===== src/hw/rtl/nots_pkg.sv =====
// Shared types and constants for the nearest-of-three server dispatcher.
`default_nettype none

package nots_pkg;

   // Field widths fixed by the stream and register formats.
   localparam int FIELD_W   = 12;
   localparam int CHOSEN_W  = 2;
   localparam int MOVED_W   = 21;
   localparam int TOTAL_W   = 32;
   localparam int REQ_DW    = 24;
   localparam int RSP_DW    = 56;
   localparam int CSR_IW    = 3;

   localparam int NUM_SERVERS = 3;
   localparam int CSR_COUNT   = 6;

   // Register indexes of the start positions.
   localparam logic [CSR_IW-1:0] CSR_START0_X = 3'd0;
   localparam logic [CSR_IW-1:0] CSR_START0_Y = 3'd1;
   localparam logic [CSR_IW-1:0] CSR_START1_X = 3'd2;
   localparam logic [CSR_IW-1:0] CSR_START1_Y = 3'd3;
   localparam logic [CSR_IW-1:0] CSR_START2_X = 3'd4;
   localparam logic [CSR_IW-1:0] CSR_START2_Y = 3'd5;
   localparam logic [CSR_IW-1:0] CSR_LIMIT    = 3'd6;

   // Reset values of the start registers, in index order.
   localparam logic [FIELD_W-1:0] CFG_RESET [CSR_COUNT] =
      '{12'd1, 12'd1, 12'd1592, 12'd1, 12'd787, 12'd936};

   // Chosen code that acknowledges a restart.
   localparam logic [CHOSEN_W-1:0] CHOSEN_RESTART = 2'd3;
   localparam logic [CHOSEN_W-1:0] SERVER_0       = 2'd0;
   localparam logic [CHOSEN_W-1:0] SERVER_1       = 2'd1;
   localparam logic [CHOSEN_W-1:0] SERVER_2       = 2'd2;

   // Sequencer states.
   typedef enum logic [3:0] {
      ST_IDLE = 4'b0001,
      ST_MUL  = 4'b0010,
      ST_SQRT = 4'b0100,
      ST_EMIT = 4'b1000
   } state_type;

endpackage

`default_nettype wire


===== src/hw/rtl/nearest_of_three_server_dispatch.sv =====
// Greedy nearest-of-three server dispatcher with one shared squarer and a bitwise square root.
//
//   Channel   Direction  Handshake               Payload
//   req_      in         req_tvalid/req_tready   tdata: point_x, point_y; tuser: restart
//   rsp_      out        rsp_tvalid/rsp_tready   tdata: chosen, moved, running_total
//   csr_      in         csr_valid/csr_ready     csr_index, csr_data
//
// A request passes the squarer state, which forms the six squared differences, then the
// root state, which computes COORD_BITS + 9 root bits, then the post state; requests are
// taken only in idle, so the block takes no new request before the last one is posted;
// a restart goes from idle straight to the post state. Reset is synchronous and restores the
// start registers, the positions and the total. A finished result waits in the output
// register while a new request is taken; the next result holds the block until it frees.
`default_nettype none

module nearest_of_three_server_dispatch #(
   parameter int COORD_BITS = 12
) (
   input  wire logic         clock,
   input  wire logic         reset,
   input  wire logic         req_tvalid,
   output logic              req_tready,
   input  wire logic [23:0]  req_tdata,   // point_x [11:0], point_y [23:12]
   input  wire logic         req_tuser,   // restart [0]
   output logic              rsp_tvalid,
   input  wire logic         rsp_tready,
   output logic [55:0]       rsp_tdata,   // chosen [1:0], moved [22:2], running_total [54:23], zero [55]
   input  wire logic         csr_valid,
   output logic              csr_ready,
   input  wire logic [2:0]   csr_index,
   input  wire logic [11:0]  csr_data
);
   import nots_pkg::*;

   localparam int CW    = COORD_BITS;
   localparam int PW    = 2 * COORD_BITS;
   localparam int D2W   = 2 * COORD_BITS + 1;
   localparam int SQ_R  = COORD_BITS + 9;
   localparam int SQ_VW = 2 * SQ_R;
   localparam int SQ_CW = $clog2(SQ_R);
   localparam logic [2:0] MUL_LAST = 3'd7;

   // Registers and their next values.
   state_type             state_ff, state_in;
   logic [FIELD_W-1:0]    cfg_ff [CSR_COUNT];
   logic [FIELD_W-1:0]    cfg_in [CSR_COUNT];
   logic [CW-1:0]         pos_x_ff [NUM_SERVERS];
   logic [CW-1:0]         pos_x_in [NUM_SERVERS];
   logic [CW-1:0]         pos_y_ff [NUM_SERVERS];
   logic [CW-1:0]         pos_y_in [NUM_SERVERS];
   logic [TOTAL_W-1:0]    total_ff, total_in;
   logic [2:0]            cnt_ff, cnt_in;
   logic [CW-1:0]         px_ff, px_in, py_ff, py_in;
   logic [PW-1:0]         prod_ff, prod_in;
   logic [D2W-1:0]        acc_ff, acc_in, best_d_ff, best_d_in;
   logic [CHOSEN_W-1:0]   best_ff, best_in;
   logic [SQ_R+1:0]       rem_ff, rem_in;
   logic [SQ_R-1:0]       root_ff, root_in;
   logic [SQ_VW-1:0]      rad_ff, rad_in;
   logic [SQ_CW-1:0]      sq_cnt_ff, sq_cnt_in;
   logic [MOVED_W-1:0]    moved_ff, moved_in;
   logic                  restart_ff, restart_in;
   logic                  rsp_valid_ff, rsp_valid_in;
   logic [CHOSEN_W-1:0]   rsp_chosen_ff, rsp_chosen_in;
   logic [MOVED_W-1:0]    rsp_moved_ff, rsp_moved_in;
   logic [TOTAL_W-1:0]    rsp_total_ff, rsp_total_in;

   // Combinational helpers.
   logic [1:0]            mul_srv, prev_srv;
   logic [2:0]            prev;
   logic [CW-1:0]         mul_pos, mul_pt, mul_diff;
   logic [PW-1:0]         mul_prod;
   logic [D2W-1:0]        dist_sum;
   logic [SQ_R+1:0]       rem_sh, trial;
   logic [TOTAL_W:0]      tot_sum;
   logic [TOTAL_W-1:0]    total_sat;
   logic                  out_free;

   assign req_tready = (state_ff == ST_IDLE);
   assign csr_ready  = 1'b1;
   assign rsp_tvalid = rsp_valid_ff;
   assign rsp_tdata  = {1'b0, rsp_total_ff, rsp_moved_ff, rsp_chosen_ff};
   assign out_free   = !rsp_valid_ff || rsp_tready;

   // Shared squarer: one coordinate difference squared per cycle.
   assign mul_srv = cnt_ff[2:1];
   assign mul_pt  = cnt_ff[0] ? py_ff : px_ff;
   always_comb begin
      case (mul_srv)
         2'd0:    mul_pos = cnt_ff[0] ? pos_y_ff[0] : pos_x_ff[0];
         2'd1:    mul_pos = cnt_ff[0] ? pos_y_ff[1] : pos_x_ff[1];
         2'd2:    mul_pos = cnt_ff[0] ? pos_y_ff[2] : pos_x_ff[2];
         default: mul_pos = '0;
      endcase
   end
   assign mul_diff = (mul_pos >= mul_pt) ? (mul_pos - mul_pt) : (mul_pt - mul_pos);
   assign mul_prod = PW'(mul_diff) * PW'(mul_diff);

   // Accumulation of the product registered one step earlier.
   assign prev     = cnt_ff - 3'd1;
   assign prev_srv = prev[2:1];
   assign dist_sum = acc_ff + D2W'(prod_ff);

   // One root bit per cycle, two radicand bits shifted in.
   assign rem_sh = {rem_ff[SQ_R-1:0], rad_ff[SQ_VW-1 -: 2]};
   assign trial  = {root_ff, 2'b01};

   // Saturating running total.
   assign tot_sum   = {1'b0, total_ff} + (TOTAL_W + 1)'(moved_ff);
   assign total_sat = tot_sum[TOTAL_W] ? '1 : tot_sum[TOTAL_W-1:0];

   // Next-state logic of the sequencer and datapath.
   always_comb begin
      state_in      = state_ff;
      cfg_in        = cfg_ff;
      pos_x_in      = pos_x_ff;
      pos_y_in      = pos_y_ff;
      total_in      = total_ff;
      cnt_in        = cnt_ff;
      px_in         = px_ff;
      py_in         = py_ff;
      prod_in       = prod_ff;
      acc_in        = acc_ff;
      best_d_in     = best_d_ff;
      best_in       = best_ff;
      rem_in        = rem_ff;
      root_in       = root_ff;
      rad_in        = rad_ff;
      sq_cnt_in     = sq_cnt_ff;
      moved_in      = moved_ff;
      restart_in    = restart_ff;
      rsp_valid_in  = rsp_valid_ff;
      rsp_chosen_in = rsp_chosen_ff;
      rsp_moved_in  = rsp_moved_ff;
      rsp_total_in  = rsp_total_ff;

      // Register writes; unknown indexes are dropped.
      if (csr_valid && (csr_index < CSR_LIMIT)) begin
         cfg_in[csr_index] = csr_data;
      end

      if (rsp_valid_ff && rsp_tready) begin
         rsp_valid_in = 1'b0;
      end

      unique case (state_ff)
         ST_IDLE: begin
            if (req_tvalid) begin
               if (req_tuser) begin
                  for (int s = 0; s < NUM_SERVERS; s++) begin
                     pos_x_in[s] = CW'(cfg_ff[2 * s]);
                     pos_y_in[s] = CW'(cfg_ff[2 * s + 1]);
                  end
                  total_in   = '0;
                  moved_in   = '0;
                  restart_in = 1'b1;
                  state_in   = ST_EMIT;
               end else begin
                  px_in      = CW'(req_tdata[FIELD_W-1:0]);
                  py_in      = CW'(req_tdata[2*FIELD_W-1:FIELD_W]);
                  cnt_in     = '0;
                  restart_in = 1'b0;
                  state_in   = ST_MUL;
               end
            end
         end
         ST_MUL: begin
            prod_in = mul_prod;
            cnt_in  = cnt_ff + 3'd1;
            if (cnt_ff != 3'd0) begin
               if (!prev[0]) begin
                  acc_in = D2W'(prod_ff);
               end else begin
                  // Server 0 wins ties with server 1; server 2 wins ties with the best.
                  case (prev_srv)
                     2'd0: begin
                        best_d_in = dist_sum;
                        best_in   = SERVER_0;
                     end
                     2'd1: begin
                        if (dist_sum < best_d_ff) begin
                           best_d_in = dist_sum;
                           best_in   = SERVER_1;
                        end
                     end
                     2'd2: begin
                        if (dist_sum <= best_d_ff) begin
                           best_d_in = dist_sum;
                           best_in   = SERVER_2;
                        end
                     end
                     default: ;
                  endcase
               end
            end
            if (cnt_ff == MUL_LAST) begin
               rad_in    = SQ_VW'(best_d_ff) << 16;
               rem_in    = '0;
               root_in   = '0;
               sq_cnt_in = SQ_CW'(SQ_R - 1);
               state_in  = ST_SQRT;
            end
         end
         ST_SQRT: begin
            if (rem_sh >= trial) begin
               rem_in  = rem_sh - trial;
               root_in = {root_ff[SQ_R-2:0], 1'b1};
            end else begin
               rem_in  = rem_sh;
               root_in = {root_ff[SQ_R-2:0], 1'b0};
            end
            rad_in = rad_ff << 2;
            if (sq_cnt_ff == '0) begin
               moved_in = MOVED_W'(root_in);
               state_in = ST_EMIT;
            end else begin
               sq_cnt_in = sq_cnt_ff - SQ_CW'(1);
            end
         end
         ST_EMIT: begin
            if (out_free) begin
               rsp_valid_in = 1'b1;
               rsp_moved_in = moved_ff;
               if (restart_ff) begin
                  rsp_chosen_in = CHOSEN_RESTART;
                  rsp_total_in  = '0;
               end else begin
                  rsp_chosen_in = best_ff;
                  rsp_total_in  = total_sat;
                  total_in      = total_sat;
                  case (best_ff)
                     SERVER_0: begin
                        pos_x_in[0] = px_ff;
                        pos_y_in[0] = py_ff;
                     end
                     SERVER_1: begin
                        pos_x_in[1] = px_ff;
                        pos_y_in[1] = py_ff;
                     end
                     default: begin
                        pos_x_in[2] = px_ff;
                        pos_y_in[2] = py_ff;
                     end
                  endcase
               end
               state_in = ST_IDLE;
            end
         end
         default: state_in = ST_IDLE;
      endcase
   end

   // Control state and architectural state with reset.
   always_ff @(posedge clock) begin
      if (reset) begin
         state_ff     <= ST_IDLE;
         rsp_valid_ff <= 1'b0;
         total_ff     <= '0;
         cfg_ff       <= CFG_RESET;
         for (int s = 0; s < NUM_SERVERS; s++) begin
            pos_x_ff[s] <= CW'(CFG_RESET[2 * s]);
            pos_y_ff[s] <= CW'(CFG_RESET[2 * s + 1]);
         end
      end else begin
         state_ff     <= state_in;
         rsp_valid_ff <= rsp_valid_in;
         total_ff     <= total_in;
         cfg_ff       <= cfg_in;
         pos_x_ff     <= pos_x_in;
         pos_y_ff     <= pos_y_in;
      end
   end

   // Datapath registers without reset.
   always_ff @(posedge clock) begin
      cnt_ff        <= cnt_in;
      px_ff         <= px_in;
      py_ff         <= py_in;
      prod_ff       <= prod_in;
      acc_ff        <= acc_in;
      best_d_ff     <= best_d_in;
      best_ff       <= best_in;
      rem_ff        <= rem_in;
      root_ff       <= root_in;
      rad_ff        <= rad_in;
      sq_cnt_ff     <= sq_cnt_in;
      moved_ff      <= moved_in;
      restart_ff    <= restart_in;
      rsp_chosen_ff <= rsp_chosen_in;
      rsp_moved_ff  <= rsp_moved_in;
      rsp_total_ff  <= rsp_total_in;
   end

   // A restart clears the total in the cycle after it is taken.
   a_restart_clears: assert property (@(posedge clock) disable iff (reset)
      (req_tvalid && req_tready && req_tuser) |=> (total_ff == '0))
      else $error("total not cleared after restart");

   // Outside of restarts the running total never decreases.
   a_total_monotonic: assert property (@(posedge clock) disable iff (reset)
      (state_ff == ST_EMIT && out_free && !restart_ff) |=> (total_ff >= $past(total_ff)))
      else $error("running total decreased");

   // A restart acknowledgment carries zero distance and zero total.
   a_restart_result: assert property (@(posedge clock) disable iff (reset)
      (rsp_valid_ff && rsp_chosen_ff == CHOSEN_RESTART) |->
      (rsp_moved_ff == '0 && rsp_total_ff == '0))
      else $error("restart result carries nonzero payload");

   // The square root only ever runs for a real server choice.
   a_sqrt_server: assert property (@(posedge clock) disable iff (reset)
      (state_ff == ST_SQRT) |-> (best_ff != CHOSEN_RESTART))
      else $error("square root started without a server choice");

endmodule

`default_nettype wire


===== config.mk =====
export PLATFORM = sky130hd
export DESIGN_NAME = nearest_of_three_server_dispatch
export DESIGN_NICKNAME = d
export VERILOG_FILES = /design/src/hw/rtl/nots_pkg.sv /design/src/hw/rtl/nearest_of_three_server_dispatch.sv
export SDC_FILE = /design/constraint.sdc
export NUM_CORES = 1
export LEC_CHECK = 0
export BUFFER_PORTS_ARGS = -buffer_cell sky130_fd_sc_hd__buf_2
export CORE_ASPECT_RATIO = 2
export CORE_MARGIN = 4
export CORE_UTILIZATION = 60
export CTS_CLUSTER_DIAMETER = 200
export DETAILED_ROUTE_END_ITERATION = 6
export MAX_ROUTING_LAYER = met4
export PLACE_DENSITY = 0.82
export RECOVER_POWER = 25
export SYNTH_ARGS = -nofsm -noshare
export SYNTH_HDL_FRONTEND = slang
export SYNTH_SLANG_ARGS = --single-unit

===== constraint.sdc =====
create_clock -name clock -period 18.5 [get_ports clock]
set_input_delay 3.7 -clock clock [delete_from_list [all_inputs] [get_ports clock]]
set_output_delay 3.7 -clock clock [all_outputs]
set_load 0.03 [all_outputs]

# Yosys cells after proc, flatten, opt, wreduce, memory -nomap -nowiden
# Cells that the tools add are included.
[word_totals] register_bits=449 elab_cells=168
[classes] addsub=8 multipliers=1 n_lt_le_gt_ge=7 n_eq_ne=23 mux=65 bitwise_logic=3 n_reduce_logical=30
[ops] op="2-to-1 mux 36 bit" count=8
[ops] op="2-to-1 mux 32 bit" count=5
[ops] op="2-to-1 mux 12 bit" count=12
[ops] op="one-hot mux 36 bit (2 select lines)" count=2
[ops] op="2-to-1 mux 21 bit" count=6
[ops] op="one-hot mux 21 bit (2 select lines)" count=3
[ops] op="one-hot mux 42 bit (2 select lines)" count=1
[ops] op="one-hot mux 25 bit (3 select lines)" count=1
[ops] op="bitwise mux 72 bit" count=1
[ops] op="one-hot mux 32 bit (2 select lines)" count=1
[ops] op="2-to-1 mux 25 bit" count=2
[ops] op="2-to-1 mux 42 bit" count=1
[ops] op="demux 12 bit (select 3 bit)" count=1
[ops] op="one-hot mux 12 bit (3 select lines)" count=1
[ops] op="adder 32 x 21 -> 33 bit" count=1
[ops] op="adder 24 x 24 -> 25 bit" count=1
[ops] op="less-or-equal comparator 25 bit" count=1
[ops] op="less-than comparator 25 bit" count=1
[ops] op="multiplier 12 x 12 -> 24 bit" count=1
[ops] op="AND reduction 6 bit" count=4
[ops] op="subtractor 12 bit" count=2
[ops] op="greater-or-equal comparator 23 bit" count=1
[ops] op="inequality test 2 bit, second input constant" count=11
[ops] op="subtractor 21 bit" count=1
[ops] op="other kinds (38)" count=68

# Depth between registers and ports, before layout
# Gate-level depths: netlist of run 1.
[logic_depth] word_depth=6 mapped_depth=38 mapped_depth_nobuf=34

# Worst setup path after synthesis of run 1
# No wires, ideal clock.
[synth_timing] kind="reg2reg" start="register cnt_ff[1]" end="register prod_ff[23] (data pin)" setup_time_ns=0.268 arrival_time_ns=8.744 t_required_ns=18.232 slack_ns=9.488 stages_incl_launch_ff=33 n_path_buf=4 cell_sequence="edfxtp_1 clkbuf_1 buf_1 mux2i_1 o21ai_0 o21ai_0 inv_1 ha_1 buf_2 nand4_1 a311o_1 o211a_4 nor2_8 buf_6 mux2i_2 xor2_1 inv_2 nor2_1 fa_1 fa_1 fa_1 fa_1 inv_1 fa_1 inv_1 ha_1 and4_1 o211ai_1 a21oi_1 or3_1 or4_1 a31oi_1 xnor3_1"
[synth_between] elab_chain_len=5 elab_cells_between_ends=9 cone_classes="add/sub: 2; mul: 1; order compare: 1; eq/ne: 2; mux: 2; reduce/logical: 1"
[synth_lines] item="from (decl)" line="nearest_of_three_server_dispatch.sv:52" rtl="logic [2:0] cnt_ff, cnt_in;"
[synth_lines] item="from (signal assigned)" line="nearest_of_three_server_dispatch.sv:276" rtl="cnt_ff <= cnt_in;"
[synth_lines] item="equality test 2 bit (tied with other cells)" line="nearest_of_three_server_dispatch.sv:89" rtl="case (mul_srv)"
[synth_lines] item="one-hot mux 12 bit (3 select lines) *" line="nearest_of_three_server_dispatch.sv:89"
[synth_lines] item="subtractor 12 bit / greater-or-equal comparator 12 bit (equally long branches)" line="nearest_of_three_server_dispatch.sv:96" rtl="assign mul_diff = (mul_pos >= mul_pt) ? (mul_pos - mul_pt) : (mul_pt - mul_pos);"
[synth_lines] item="2-to-1 mux 12 bit *" line="nearest_of_three_server_dispatch.sv:96"
[synth_lines] item="multiplier 12 x 12 -> 24 bit *" line="nearest_of_three_server_dispatch.sv:97" rtl="assign mul_prod = PW'(mul_diff) * PW'(mul_diff);"
[synth_lines] item="via mul_prod[23]" line="nearest_of_three_server_dispatch.sv:72" rtl="logic [PW-1:0] mul_prod;"
[synth_lines] item="to (signal assigned)" line="nearest_of_three_server_dispatch.sv:279" rtl="prod_ff <= prod_in;"
[synth_lines] item="to (decl)" line="nearest_of_three_server_dispatch.sv:54" rtl="logic [PW-1:0] prod_ff, prod_in;"
# Mark *: on every way through the listed nets, which the timed path passes. The rest lies on a longest branch.
# A chain may end at the register's enable or synchronous reset.

# Worst setup path after layout of run 1
[layout_timing] start="register cnt_ff[0]" end="register prod_ff[23] (data pin)"
[layout_between] elab_chain_len=5 elab_cells_between_ends=10 cone_classes="add/sub: 2; mul: 1; order compare: 1; mux: 6"
[layout_lines] item="2-to-1 mux 12 bit (on tied branches)" line="nearest_of_three_server_dispatch.sv:92, nearest_of_three_server_dispatch.sv:90, nearest_of_three_server_dispatch.sv:91"
[layout_lines] item="one-hot mux 12 bit (3 select lines)" line="nearest_of_three_server_dispatch.sv:89"
[layout_lines] item="subtractor 12 bit / greater-or-equal comparator 12 bit (equally long branches)" line="nearest_of_three_server_dispatch.sv:96"
[layout_lines] item="2-to-1 mux 12 bit *" line="nearest_of_three_server_dispatch.sv:96"
[layout_lines] item="multiplier 12 x 12 -> 24 bit *" line="nearest_of_three_server_dispatch.sv:97"
[layout_lines] item="via mul_prod[23]" line="nearest_of_three_server_dispatch.sv:72"
# Marked as above.

==> summary.txt, run 1 <==
Finish
  – Most common cell after layout, fill and taps aside: nand2_1
  – Commonest non-fill, non-tap cells in the layout: nand2_1, edfxtp_1, nor2_1
  – Core Util, Final: 0.6619
  – Layout net count: 2979
  – P&R area growth vs syn: 9.185%
  – Fraction of layout cells with a size suffix above 1: 0.08818

GRT
  – Maximum number of pins on one net before global-route repair: between 90 and 100
  – Total GRT Usage: 0.2903
  – Vias in the first global route: between 20000 and 25000
  – Antenna violations before repair: 1
  – Grt ovf: 0
  – First-pass GRT wire length: 104600 um

Placement
  – Port bufs: 101
  – Final GP Congestion: 0.9253
  – HPWL Detailed: 48700 um
  – Dpl ws: 8.144 ns

Die
  – Die height: between 200 and 300 um
  – Cell row count: 106
  – Core area: 41910 um^2
  – Top-Level Pins: 104
  – Die width: roughly 150 um
  – Die Footprint: 45900 um^2
  – Initial core utilization: 0.6062

Status
  – Failing checks: max-capacitance violations, max-slew violations
  – Status: complete, but fails checks

Routing
  – DR iter-0 viols: 1363
  – Final ANT Viol Nets: 0
  – Residual DRC: 0
  – Drt pass-1 iters: 5
  – Avg Vias per Cell: 6.144
  – Routed via count: 19910
  – WL/cell: 20.36 um
  – Final wirelength: 65980 um

Timing
  – Setup WS post-layout: 7.530 ns
  – Tmin final: ~11 ns
  – Fin Hold WS: 0.4522 ns
  – Fmax achieved: 0.09116 GHz
  – Hold Fails Final Rpt: 0
  – Setup TNS: 0 ns
  – Clock Skew: between 0.03 and 0.04 ns
  – Setup repair after global routing missed its margin: no
  – Final Cycle Share: 0.5930
  – Max-slew violation count: 251
  – Worst Tran Pin Value: roughly 3.7 ns
  – Final setup violation count: 0
  – Relative slew slack: -1.490

Synthesis
  – Largest cells by area after synthesis: edfxtp_1, dfxtp_1, ha_1
  – Ys async rst share: 0
  – Post-synthesis register bit count: 431
  – Top cell type's share of synthesized area: 0.2955
  – Syn Inst Count: roughly 2600
  – Avg Inst Size Synth: 9.708 um^2
  – Most used DFF post-synth: edfxtp_1
  – Number of synthesis warnings: 0
  – Post-synthesis sequential area ratio: 0.4381
  – Unique masters post-synth: 84
  – Area leader, netlist: edfxtp_1
  – Mapped Nets: between 2000 and 3000
  – Cell area after synthesis: 25410 um^2
  – EDFF count, synth: 250

Critical path
  – Cell family with most CP delay: adder cells
  – Crit path buffers/inverters: 3
  – Startpoint type of the worst setup path: register
  – WP data arrival: roughly 11 ns
  – CP peak stage delay: 1.51 ns
  – CP Max Fanout: 40
  – CP endpoint kind: register
  – R2r setup slk: 7.53 ns
  – Crit-path most repeated cell: fa_1
  – Setup Crit Path Kind: reg2reg
  – CP required: 18.80 ns
  – Slowest cell on the critical path: clkbuf_1

Clock network
  – Cts hold-fix bufs: 0
  – Post-CTS sizing: 0
  – Root buffer cell: clkbuf_16
  – CTS Sinks: approximately 430
  – CTS tree: yes
  – Clk pin slew, worst setup/hold paths: 0.07 ns
  – CTS max path bufs: 3
  – Clk_lat worst skew: 0.58 ns
  – Post-CTS Setup Inserts: 0
  – CTS Buf Count: 39
  – H-tree levels: 2

Flow run
  – Max Cap Viol: 5

Min path
  – Hold Crit Class: reg2reg
synth_stat cells (4+ instances only):
cell / count
and2_1: 36
and4_1: 12
a31o_2: 4
mux2_2: 9
a21boi_0: 9
o31ai_1: 6
o21a_1: 20
o21bai_1: 7
nand3b_1: 22
a211oi_1: 76
nand2b_1: 31
o21ai_0: 123
a21oi_1: 200
inv_1: 231
edfxtp_1: 250
and3_1: 12
a211o_1: 24
o211ai_1: 20
or2_2: 8
xnor2_1: 62
xor2_1: 19
or3_1: 15
buf_2: 10
o41ai_1: 4
nand4_1: 10
o21ai_1: 4
nand3_1: 28
mux2i_1: 43
nand2_1: 303
a31oi_1: 18
buf_1: 4
ha_1: 180
fa_1: 86
a2111oi_0: 4
inv_2: 4
clkbuf_1: 89
nor3_1: 76
nor2_1: 247
dfxtp_1: 181
nor2b_1: 24
a41oi_1: 4
a21o_1: 42
flip-flops by register name, summed over array words and instances (netlist names), 2 cells and up:
name and flops:
total_ff 32, rsp_moved_ff 21, sq_cnt_ff 5, rsp_chosen_ff 2, rad_ff 26, acc_ff 23
rem_ff 21, pos_x_ff 36, px_ff 12, moved_ff 21, best_ff 2, py_ff 12
cfg_ff 72, best_d_ff 25, rsp_total_ff 32, cnt_ff 3, state_ff 4, root_ff 21
prod_ff 23, pos_y_ff 36
through the flow:
step / instances / cell area (um^2)
3_3_place_gp: 3167 / 26340
6_report: 3241 / 27740
4_1_cts: 3239 / 27760
5_1_grt: 3240 / 27740
3_5_place_dp: 3167 / 26340
2_1_floorplan: 2617 / 25410
area by class of cell:
| cell class | count | area, um^2 |
|---|---|---|
| diodes | 2 | 5.005 |
| clock buffers | 50 | 1067 |
| clock inverters | 22 | 352.8 |
| fillers | 3264 | 14170 |
| inverters | 235 | 882.1 |
| multi-input cells | 1841 | 13000 |
| flip-flops and latches | 431 | 11130 |
| well taps | 540 | 675.6 |
| repair buffers | 120 | 631.9 |
worst register-to-register path, delay by kind of cell (launching register included):
family | cells | cell delay (ns)
flip-flops | 1 | 0.33
AND/OR/NAND/NOR | 6 | 1.73
adder cells (fa/ha/maj) | 7 | 3.66
XOR/XNOR | 2 | 1.28
multiplexers | 1 | 0.57
AO/OA/AOI/OAI | 7 | 1.49
buffers and inverters | 3 | 1.63
routing by layer:
layer  vias to the layer above  share of wire  GRT usage
met1                      9579           0.32     0.2712
met5                         -              0          -
met4                         0          0.088     0.2086
met3                       318          0.047    0.02832
met2                       798           0.54     0.5416
li1                       9219              -          -
cells by family after synthesis:
kind of cell               count (synthesis)  share of synthesized area
other                                      2                  0.0002956
buffers and inverters                    345                    0.05259
DFF                                      431                     0.4381
muxes                                     54                    0.02206
AOI/OAI and AO/OA                        595                     0.1480
adders and majority gates                266                     0.1564
and+or+nand+nor                          838                     0.1511
xor gates and xnor gates                  86                    0.03137
worst paths after layout:
check	start	to	cells after the start
worst max-delay path	cnt_ff[0]$_SDFFCE_PN0P_	prod_ff[23]$_DFFE_PP_	26
worst min-delay path	prod_ff[4]$_DFFE_PP_	acc_ff[4]$_DFFE_PP_	0
worst max register to register	cnt_ff[0]$_SDFFCE_PN0P_	prod_ff[23]$_DFFE_PP_	26
worst min register to register	prod_ff[4]$_DFFE_PP_	acc_ff[4]$_DFFE_PP_	0
Power of run 1 is not shown: default switching activity piles up to over one toggle a cycle in this logic, so the estimate is an artifact.
==> run 2: changes to the inputs <==
--- a/config.mk
+++ b/config.mk
@@ -5,6 +5,7 @@
 export SDC_FILE = /design/constraint.sdc
 export NUM_CORES = 1
 export LEC_CHECK = 0
+export ABC_AREA = 1
 export BUFFER_PORTS_ARGS = -buffer_cell sky130_fd_sc_hd__buf_2
 export CORE_ASPECT_RATIO = 2
 export CORE_MARGIN = 4
==> constraint.sdc (replaced) <==
create_clock -name clock -period 10.4 [get_ports clock]
set_input_delay 2.08 -clock clock [delete_from_list [all_inputs] [get_ports clock]]
set_output_delay 2.08 -clock clock [all_outputs]
set_load 0.03 [all_outputs]
==> run 2 against run 1 <==
Compared with the run above: the run ends with design-rule violations, max-capacitance violations, max-slew violations left; global-route usage is 2.0 points higher; final area is 3.3% higher; synthesized cell count is 22% higher; utilization is 0.32 points lower; wire length is 9.7% higher; worst hold slack better by 0.0083 ns; critical path depth is 8 higher; first-iteration DRC count is 13% higher; sequential share of layout area is 1.3 points lower; largest cell class unchanged; highest routed layer unchanged.
==> summary.txt, run 2 <==
GRT
  – Vias in the first global route: 22750 (+9.1%)
  – Total GRT Usage: 0.3101 (+0.01985)
  – Grt ovf: 0 (unchanged)
  – Antenna violations before repair: 2 (+1)
  – First-pass GRT wire length: 114300 um (+9.2%)
  – Maximum number of pins on one net before global-route repair: 139 (+48%)

Routing
  – Drt pass-1 iters: 7 (+2)
  – WL met1: 23310 um (+9.8%)
  – Avg Vias per Cell: 5.754 (-6.4%)
  – Final ANT Viol Nets: 0 (unchanged)
  – DR iter-0 viols: 1546 (+13%)
  – Wire length on met2: 38860 um (+8.6%)
  – Routed via count: 22070 (+11%)
  – Met3 WL: 3110 um (-0.70%)
  – Max layer used: met4
  – Residual DRC: 2 (+2)
  – WL/cell: 18.87 um (-7.3%)
  – Final wirelength: 72370 um (+9.7%)

Finish
  – Most common cell after layout, fill and taps aside: nand2_1
  – Layout net count: 3566 (+20%)
  – Biggest register: cfg_ff
  – Max reg flops: 72 (unchanged)
  – P&R area growth vs syn: 8.364%
  – Final Instance Count excl. Fillers: 3836 (+18%)
  – Top Registers: cfg_ff x72, pos_x_ff x36, pos_y_ff x36
  – Commonest non-fill, non-tap cells in the layout: nand2_1, inv_1, nor2_1
  – Fraction of layout cells with a size suffix above 1: 0.07156 (-0.01662)

Die
  – Cell row count: 108 (+1.9%)
  – Die width: 156.5 um (+1.9%)
  – Core area: 43510 um^2 (+3.8%)
  – Die Footprint: 47710 um^2 (+3.9%)
  – Die height: 304.9 um (+2.0%)
  – Initial core utilization: 0.6079 (+0.001640)
  – Top-Level Pins: 104 (unchanged)

Placement
  – Cells after DPL: 3764 (+19%)
  – Final GP Congestion: 1.006 (+8.7%)
  – HPWL Detailed: 55930 um (+15%)
  – Port bufs: 101 (unchanged)

Clock network
  – Root buffer cell: clkbuf_16
  – CTS max path bufs: 3 (unchanged)
  – CTS Buf Count: 39 (unchanged)
  – CTS tree: yes
  – CTS Sinks: 431 (unchanged)
  – Clk_lat worst skew: 0.58 ns (about the same)
  – Post-CTS Setup Inserts: 0 (unchanged)
  – Clk pin slew, worst setup/hold paths: 0.06 ns (about the same)
  – H-tree levels: 2 (unchanged)
  – Post-CTS sizing: 0 (unchanged)
  – Cts hold-fix bufs: 0 (unchanged)

Synthesis
  – Most used DFF post-synth: edfxtp_1
  – Top post-synthesis cells by count: nand2_1, inv_1, nor2_1
  – Post-synthesis register bit count: 431 (unchanged)
  – Cell area after synthesis: 26450 um^2 (+4.1%)
  – Ys async rst share: 0 (unchanged)
  – Largest cells by area after synthesis: edfxtp_1, dfxtp_1, nand2_1
  – Mapped Nets: 3513 (+20%)
  – Unique masters post-synth: 53 (-37%)
  – Top cell type's share of synthesized area: 0.2838 (-0.01164)
  – Post-synthesis sequential area ratio: 0.4208 (-0.01726)
  – Area leader, netlist: edfxtp_1
  – Number of synthesis warnings: 0 (unchanged)
  – Syn Inst Count: 3202 (+22%)
  – EDFF count, synth: 250 (unchanged)
  – Avg Inst Size Synth: 8.260 um^2 (-15%)
  – Most numerous cell in the Yosys netlist: nand2_1

Critical path
  – Startpoint type of the worst setup path: register
  – WP data arrival: 9.12 ns (-2.15 ns)
  – Worst Reg-to-Reg Cells: 34 (+31%)
  – Slowest cell on the critical path: fa_1
  – CP endpoint kind: register
  – Setup Crit Path Kind: reg2reg
  – FF-to-FF End: prod_ff[17]$_DFFE_PP_
  – Crit-path most repeated cell: fa_1
  – CP required: 10.70 ns (-8.10 ns)
  – R2r setup slk: 1.58 ns (-5.95 ns)
  – RR Startpoint: cnt_ff[0]$_SDFFCE_PN0P_
  – CP peak stage delay: 0.55 ns (-0.96 ns)
  – CP Max Fanout: 56 (+40%)

Timing
  – Final setup violation count: 0 (unchanged)
  – Fmax achieved: 0.1134 GHz (+24%)
  – Max-slew violation count: 100 (-60%)
  – Setup TNS: 0 ns (unchanged)
  – Tmin final: 8.819 ns (-2.151 ns)
  – Final Cycle Share: 0.8480 (+0.2550)
  – Hold Fails Final Rpt: 0 (unchanged)
  – Setup repair after global routing missed its margin: no
  – Clock Skew: 0.04113 ns (+0.005141 ns)
  – Relative slew slack: -0.7535 (+0.7365)
  – Worst Tran Pin Value: 2.630 ns (-1.105 ns)

Status
  – Status: complete, but fails checks
  – Failing checks: design-rule violations, max-capacitance violations, max-slew violations

Flow run
  – Max Cap Viol: 2 (-3)

Min path
  – WHS Path Cells: 0 (unchanged)
  – Hold Crit Class: reg2reg
  – HP Start: prod_ff[7]$_DFFE_PP_
  – Hold Crit Endpoint: acc_ff[7]$_DFFE_PP_
[run 2: final cells by class]
class                   instances  area [um^2]
fillers                      3616        14850
multi-input cells            2191        13080
flip-flops and latches        431        11130
inverters                     474         1782
clock buffers                  45        998.5
well taps                     550        688.2
repair buffers                118        619.3
clock inverters                25        362.8
diodes                          2        5.005
[run 2: worst max path at each step]
stage | from | end | slack (ns) | cells past startpoint
after floorplan | cnt_ff[0]$_SDFFCE_PN0P_ | prod_ff[20]$_DFFE_PP_ | 3.32 | 36
after global placement | cnt_ff[0]$_SDFFCE_PN0P_ | prod_ff[17]$_DFFE_PP_ | 1.86 | 34
after detailed placement | cnt_ff[0]$_SDFFCE_PN0P_ | prod_ff[17]$_DFFE_PP_ | 1.69 | 34
after CTS | cnt_ff[0]$_SDFFCE_PN0P_ | prod_ff[17]$_DFFE_PP_ | 1.61 | 34
after global routing | cnt_ff[0]$_SDFFCE_PN0P_ | prod_ff[20]$_DFFE_PP_ | 0.98 | 34
final | cnt_ff[0]$_SDFFCE_PN0P_ | prod_ff[17]$_DFFE_PP_ | 1.58 | 34
[run 2: logic make-up (layout without fill, tap and decap cells)]
| kind of cell | after synthesis | in the layout | synth area share |
|---|---|---|---|
| AO/OA/AOI/OAI | 566 | 566 | 0.1180 |
| XOR/XNOR | 85 | 85 | 0.02886 |
| adder cells (fa/ha/maj) | 266 | 266 | 0.1502 |
| buffers and inverters | 580 | 662 | 0.08515 |
| flip-flops | 431 | 431 | 0.4208 |
| multiplexers | 2 | 2 | 0.0007569 |
| other | 2 | 4 | 0.0002839 |
| AND/OR/NAND/NOR | 1270 | 1270 | 0.1958 |
[run 2: critical path: cells and delay by family (launching register included)]
kind,cells,cell delay [ns]
adders and majority gates,8,3.57
buffers and inverters,8,1.64
AOI/OAI and AO/OA,7,1.46
and+or+nand+nor,9,0.92
xor gates and xnor gates,2,0.55
DFF,1,0.33
[run 2: through the flow]
stage / util / worst slack, ns / hold slack (ns) / area (um^2)
2_1_floorplan: - / 3.324 / 0.4292 / 26450
3_3_place_gp: 0.6280 / 1.864 / 0.4435 / 27330
3_5_place_dp: 0.6280 / 1.689 / 0.4445 / 27330
4_1_cts: 0.6593 / 1.612 / 0.4623 / 28690
5_1_grt: 0.6587 / 0.9808 / 0.4794 / 28660
6_report: 0.6587 / 1.581 / 0.4605 / 28660
[run 2: layer usage]
| metal | up-vias | track usage |
|---|---|---|
| met5 | - | - |
| met4 | 0 | 0.2412 |
| met3 | 352 | 0.03266 |
| met2 | 844 | 0.5655 |
| met1 | 10320 | 0.2861 |
| li1 | 10550 | - |
Power of run 2 is left out for the same reason.
